`src/design/rbsi_pkg.sv`:
```
// ----------------------------------------------------------------------------
// rbsi_pkg: shared types and constants for the ray/box slab intersect block
// Holds the fixed-point defaults, pipeline depths and the per-axis lane result.
// ----------------------------------------------------------------------------
package rbsi_pkg;

    localparam int DEF_FRAC_BITS = 16;
    localparam int NUM_AXES      = 3;
    localparam int WORD_W        = 32;
    localparam int NUM_REGS      = 6;
    localparam int ADDR_W        = 5;

    // divider: one magnitude stage, 32 quotient-bit stages, one saturation stage
    localparam int DIV_LAT  = 34;
    // lane: divider plus one ordering stage
    localparam int LANE_LAT = DIV_LAT + 1;

    localparam logic signed [WORD_W-1:0] SAT_MAX = 32'sh7FFF_FFFF;
    localparam logic signed [WORD_W-1:0] SAT_MIN = 32'sh8000_0000;

    // register indexes
    localparam logic [2:0] REG_MIN_X = 3'd0;
    localparam logic [2:0] REG_MIN_Y = 3'd1;
    localparam logic [2:0] REG_MIN_Z = 3'd2;
    localparam logic [2:0] REG_MAX_X = 3'd3;
    localparam logic [2:0] REG_MAX_Y = 3'd4;
    localparam logic [2:0] REG_MAX_Z = 3'd5;

    // what one axis lane reports to the merge stage
    typedef struct packed {
        logic signed [WORD_W-1:0] t_near;
        logic signed [WORD_W-1:0] t_far;
        logic                     dir_zero;
        logic                     in_slab;
    } lane_res_t;

endpackage

```
`src/design/rbsi_merge.sv`:
```
// ----------------------------------------------------------------------------
// rbsi_merge: combine the axis lanes into one result word
// Raises the entry, lowers the exit, checks the zero-direction slabs and
// drives the output register.
// ----------------------------------------------------------------------------
module rbsi_merge (
    input  logic                aclk,
    input  logic                aresetn,
    input  logic                en,
    input  logic                in_valid,
    input  rbsi_pkg::lane_res_t lane [0:rbsi_pkg::NUM_AXES-1],
    input  logic signed [31:0]  t_start,
    input  logic signed [31:0]  t_end,
    output logic                out_valid,
    output logic                out_hit,
    output logic signed [31:0]  out_enter,
    output logic signed [31:0]  out_exit
);

    logic               vld_a_reg;
    logic signed [31:0] t0_reg, t0_next;
    logic signed [31:0] t1_reg, t1_next;
    logic               ok_reg, ok_next;
    logic               vld_reg;
    logic               hit_reg, hit_next;
    logic signed [31:0] enter_reg;
    logic signed [31:0] exit_reg;

    // narrow the interval over the bounded axes
    always_comb begin
        t0_next = t_start;
        t1_next = t_end;
        ok_next = 1'b1;
        for (int i = 0; i < rbsi_pkg::NUM_AXES; i++) begin
            if (lane[i].dir_zero) begin
                if (!lane[i].in_slab) ok_next = 1'b0;
            end else begin
                if (lane[i].t_near > t0_next) t0_next = lane[i].t_near;
                if (lane[i].t_far < t1_next) t1_next = lane[i].t_far;
            end
        end
    end

    always_ff @(posedge aclk) begin
        if (!aresetn) begin
            vld_a_reg <= 1'b0;
        end else if (en) begin
            vld_a_reg <= in_valid;
        end
    end

    always_ff @(posedge aclk) begin
        if (en) begin
            t0_reg <= t0_next;
            t1_reg <= t1_next;
            ok_reg <= ok_next;
        end
    end

    // final hit decision into the output register
    assign hit_next = ok_reg && (t0_reg <= t1_reg);

    always_ff @(posedge aclk) begin
        if (!aresetn) begin
            vld_reg <= 1'b0;
        end else if (en) begin
            vld_reg <= vld_a_reg;
        end
    end

    always_ff @(posedge aclk) begin
        if (en) begin
            hit_reg   <= hit_next;
            enter_reg <= hit_next ? t0_reg : '0;
            exit_reg  <= hit_next ? t1_reg : '0;
        end
    end

    assign out_valid = vld_reg;
    assign out_hit   = hit_reg;
    assign out_enter = enter_reg;
    assign out_exit  = exit_reg;

    a_miss_zero: assert property (@(posedge aclk) disable iff (!aresetn)
        out_valid && !out_hit |-> out_enter == '0 && out_exit == '0)
        else $error("miss with nonzero distances");

    a_hit_order: assert property (@(posedge aclk) disable iff (!aresetn)
        out_valid && out_hit |-> out_enter <= out_exit)
        else $error("hit with entry beyond exit");

    a_reset_empty: assert property (@(posedge aclk)
        $past(!aresetn) |-> !out_valid)
        else $error("output valid right after reset");

endmodule

```
`config.mk`:
```
export PLATFORM = sky130hd
export DESIGN_NAME = rbsi_merge
export DESIGN_NICKNAME = d
export VERILOG_FILES = /design/src/design/rbsi_pkg.sv /design/src/design/rbsi_merge.sv
export SDC_FILE = /design/constraint.sdc
export NUM_CORES = 1
export LEC_CHECK = 0
export BUFFER_PORTS_ARGS = -buffer_cell sky130_fd_sc_hd__buf_2
export CAP_MARGIN = 20
export CORE_MARGIN = 1.5
export CORE_UTILIZATION = 61
export CTS_BUF_LIST = sky130_fd_sc_hd__clkbuf_8
export CTS_CLUSTER_DIAMETER = 30
export DETAILED_ROUTE_END_ITERATION = 8
export GPL_ROUTABILITY_DRIVEN = 0
export PLACE_DENSITY = 0.9
export SLEW_MARGIN = 40
export SYNTH_ARGS = -nofsm -noshare
export SYNTH_HDL_FRONTEND = slang
export SYNTH_SLANG_ARGS = --single-unit
```
`constraint.sdc`:
```
create_clock -name aclk -period 20.4 [get_ports aclk]
set_input_delay 2.04 -clock aclk [delete_from_list [all_inputs] [get_ports aclk]]
set_output_delay 2.04 -clock aclk [all_outputs]
set_load 0.1 [all_outputs]
```
==> summary by stage <==
Clocking
The number of clock sinks is 132. The clock tree from TritonCTS is yes. The clock-pin slew reported for the worst setup and hold paths after clock tree synthesis is 70 ps. The clock passes through at most 2 buffers. The count of buffers added by post-CTS timing repair for setup is 0. The number of gates resized after CTS is 0.

The number of buffers created by CTS is 17. The tree is rooted in a sky130_fd_sc_hd__clkbuf_8. The level count of the clock H-tree is 4.

Hold repair after CTS inserted 0 buffers. The clock insertion delay at the later pin of the skew report is 460 ps.

Timing
Final hold analysis gives a worst-case slack of 521 ps. The number of setup violations in the final report is 0. The headroom to the max-slew limit is 45.3%. The transition at the pin with the smallest max-transition slack is 821 ps. In the final timing run, aggregate negative setup slack is 0 ps.

The clock period minus final worst setup slack is around 10000 ps. The final critical-path share of the clock period is 51.0%. The final hold violation count is 0.

Setup repair after global routing left no endpoint under its margin. Static timing analysis puts the maximum clock frequency at 96.2 MHz. The post-route worst setup slack is 10000 ps. The final-report max-slew violation count is 0. Clock skew on the completed layout was measured at 20.5 ps.

Pwr
Across the VDD grid, the largest voltage drop is 0.0454 mV. The analysis attributes to cell leakage a power of 7.97 nW. Summing internal, switching and leakage power gives 1.30 mW.

In this run the power density over the cells is 83.4 mW/mm^2.

Detailed routing
The detailed router placed 12800 vias in this run. In the routed layout, each cell is associated on average with a via count of 6.45. For this block, the initial DRC count from the detailed router was 1267. The first-pass iteration count of the detailed router is 6. The remaining antenna violation count after routing is 0. For this run, design rule violations remaining after detail routing come to 0.

Wires add up to 42.0 mm. The detail-routed net length per standard cell is around 21 um.

Worst hold path
In this run the worst hold path is classified as register to register. The hold path startpoint is out_valid. Counting instances, the worst hold path has a depth of 2.

Floorplanning
Row generation in the floorplan step produced between 50 and 60 rows. The region available for standard cell placement spans 0.0212 sq mm. Once the floorplan was initialized, standard cells occupied 62.6% of the core. The number of I/O pins is between 300 and 400.

The area of the die is 0.0226 sq mm. The die is 150 um tall. The die is 150 um wide.

GRT
The via count of the first global-routing pass is 12200. Global routing consumed, on the met1 layer, 46.9% of the routing resources. For met2 alone, demand over resource in global routing was 59.1%. The first global-routing pass estimated approximately 63 mm of wire. The total global routing track utilization is 36.7%. The layer with the highest usage is met2. The number of antenna violations at the first check in global routing is 6. The routing usage on met3 is slightly below 6%.

Entering global routing, the biggest net connects 75 pins. The total overflow left after global routing is 0.

Synthesis
In this run, synthesis produced a sequential element count of around 130. The cell area after synthesis is ~0.013 sq mm. The net count after synthesis is ~1900. The number of different library cells used by synthesis comes to 65. Counting flops with an async set or reset pin after synthesis yields a share of 0%. For this run, the leading register cell type out of synthesis is sky130_fd_sc_hd__edfxtp_1.

Synthesis produced a netlist whose cell count is 1390. The number of synthesized flops with an enable pin is 130. The register area share after synthesis is 29.8%. The number of warnings reported in the yosys synthesis log is 0. In this run the mean area of a mapped cell was 9.53 sq um.

Layout
The library cell used most frequently in the layout, excluding fill and tap cells, is sky130_fd_sc_hd__buf_2. At the end of the flow the core is filled with cells to about three quarters. The finished layout cell area is 0.0156 sq mm.

In the layout the commonest cells are sky130_fd_sc_hd__buf_2 (330), sky130_fd_sc_hd__ha_1 (219), sky130_fd_sc_hd__inv_1 (203), sky130_fd_sc_hd__mux2i_1 (134), sky130_fd_sc_hd__edfxtp_1 (130). The final cell count without fillers is 1991. Relative to the synthesized area, the layout overhead comes to 17.5%.

At the end of the flow, the number of nets in the layout was approximately 2200. Cells with a size suffix above 1 make up 25.9% of the layout. The count of fill cells added during filler insertion is 1510.

Placement
OpenSTA, run right after detailed placement, puts the worst setup slack at 9860 ps. In this run the cell area measured after placement is 0.0152 sq mm. The count of buffers added on input and output ports is approximately 330.

The HPWL reported at the end of detailed placement is 34.1 mm. The number of placed instances, taps included, is 1948.

Setup path
The critical path starts at lane[193]. Broken down by cell family, the worst path's largest delay share belongs to compound AO/OA/AOI/OAI gates. The category of the critical setup timing path is input port to register. In this run the worst path has a maximum fanout of 66.

The peak per-stage delay on the critical path is 680 ps. Counting both buffers and inverters, the worst setup path holds a total of 4. The critical path data arrival time is 10710 ps. The cell count of the worst reg-to-reg path is 12. The category of the worst setup path capture point is a register. The required time reported for the critical path endpoint is a little over 20000 ps. The master of the slowest instance on the critical path is sky130_fd_sc_hd__mux2_4. The worst setup path is launched from an input port. In this run the number of cells on the critical path is 31.

The startpoint identified for the worst register-to-register timing path is t0_reg[17]. The most common cell type on the critical path is sky130_fd_sc_hd__ha_1.

Run
Max-cap violations in this run came to 0.

Status
The flow ran to the end, and the final reports show no timing, DRC or antenna violations.
synthesized netlist by cell type (all sizes together) (3+ instances only):
cell / instances / area [sq um]
a221o: 32 / 320
mux2i: 134 / 1340
xor2: 3 / 26.3
o21a: 9 / 67.6
nand2b: 16 / 100
nand4: 39 / 244
clkbuf: 40 / 150
nor2b: 13 / 81.3
nor2: 65 / 244
a31oi: 32 / 200
ha: 219 / 2740
a21oi: 53 / 273
or2: 26 / 163
nor3b: 3 / 22.5
o21ai: 43 / 215
nor3: 21 / 105
inv: 199 / 747
buf: 19 / 109
nor4b: 32 / 280
nand3: 41 / 205
mux2: 33 / 375
nand2: 34 / 128
a21o: 50 / 375
edfxtp: 130 / 3900
nor4: 35 / 219
and3: 3 / 18.8
o211ai: 9 / 67.6
a211oi: 14 / 105
or3: 3 / 18.8
area by class of cell:
type	instances	area [sq um]	area share, %
sequential	132	3940	25.3
antenna	11	27.5	0.177
multi-input combinational	1000	8370	53.8
tap	275	344	2.21
inverter	199	747	4.80
timing repair buffer	342	1750	11.2
clock inverter	11	90.1	0.579
clock buffer	21	289	1.86
worst reg2reg max path, stage by stage, from the launching register on:
cell	delay (ps)
sky130_fd_sc_hd__edfxtp_1	440
sky130_fd_sc_hd__ha_1	350
sky130_fd_sc_hd__a21o_1	180
sky130_fd_sc_hd__a21o_1	170
sky130_fd_sc_hd__a21o_1	180
sky130_fd_sc_hd__a21o_1	170
sky130_fd_sc_hd__a21o_1	160
sky130_fd_sc_hd__a21oi_1	130
sky130_fd_sc_hd__o21ai_0	150
sky130_fd_sc_hd__nor3b_1	440
sky130_fd_sc_hd__o21ai_4	100
sky130_fd_sc_hd__buf_4	330
sky130_fd_sc_hd__nor4b_1	710
per-layer routing:
layer	vias up	routed length, um	share of wire (%)
met5	-	0	0
met4	0	2530	6.0
met3	185	4370	10
met2	866	19100	45
met1	5970	16100	38
li1	5826	-	-
path summary, 6_finish.rpt:
path / endpoint / slack [ps]
worst min-delay path: out_valid / 520
worst min register to register: out_valid / 520
worst max register to register: out_exit[0] / 16590
worst max-delay path: t0_reg[10] / 10000
where the power goes:
part           internal, mW  total [mW]  switching [mW]
Combinational         0.231       0.684           0.452
Sequential            0.370       0.400          0.0307
Clock                 0.108       0.213           0.105
Total                 0.709        1.30           0.588
cells by family (layout without fill, tap and decap cells):
logic type / after synthesis / in the layout / share of synthesized area [%]
DFF: 132 / 132 / 29.8
other: 0 / 11 / 0
muxes: 167 / 167 / 13.0
buffers and inverters: 258 / 573 / 7.60
adders and majority gates: 220 / 220 / 20.8
AOI/OAI and AO/OA: 270 / 270 / 14.3
and+or+nand+nor: 338 / 338 / 14.2
xor gates and xnor gates: 5 / 5 / 0.331
(Power assumes the default switching activity.)
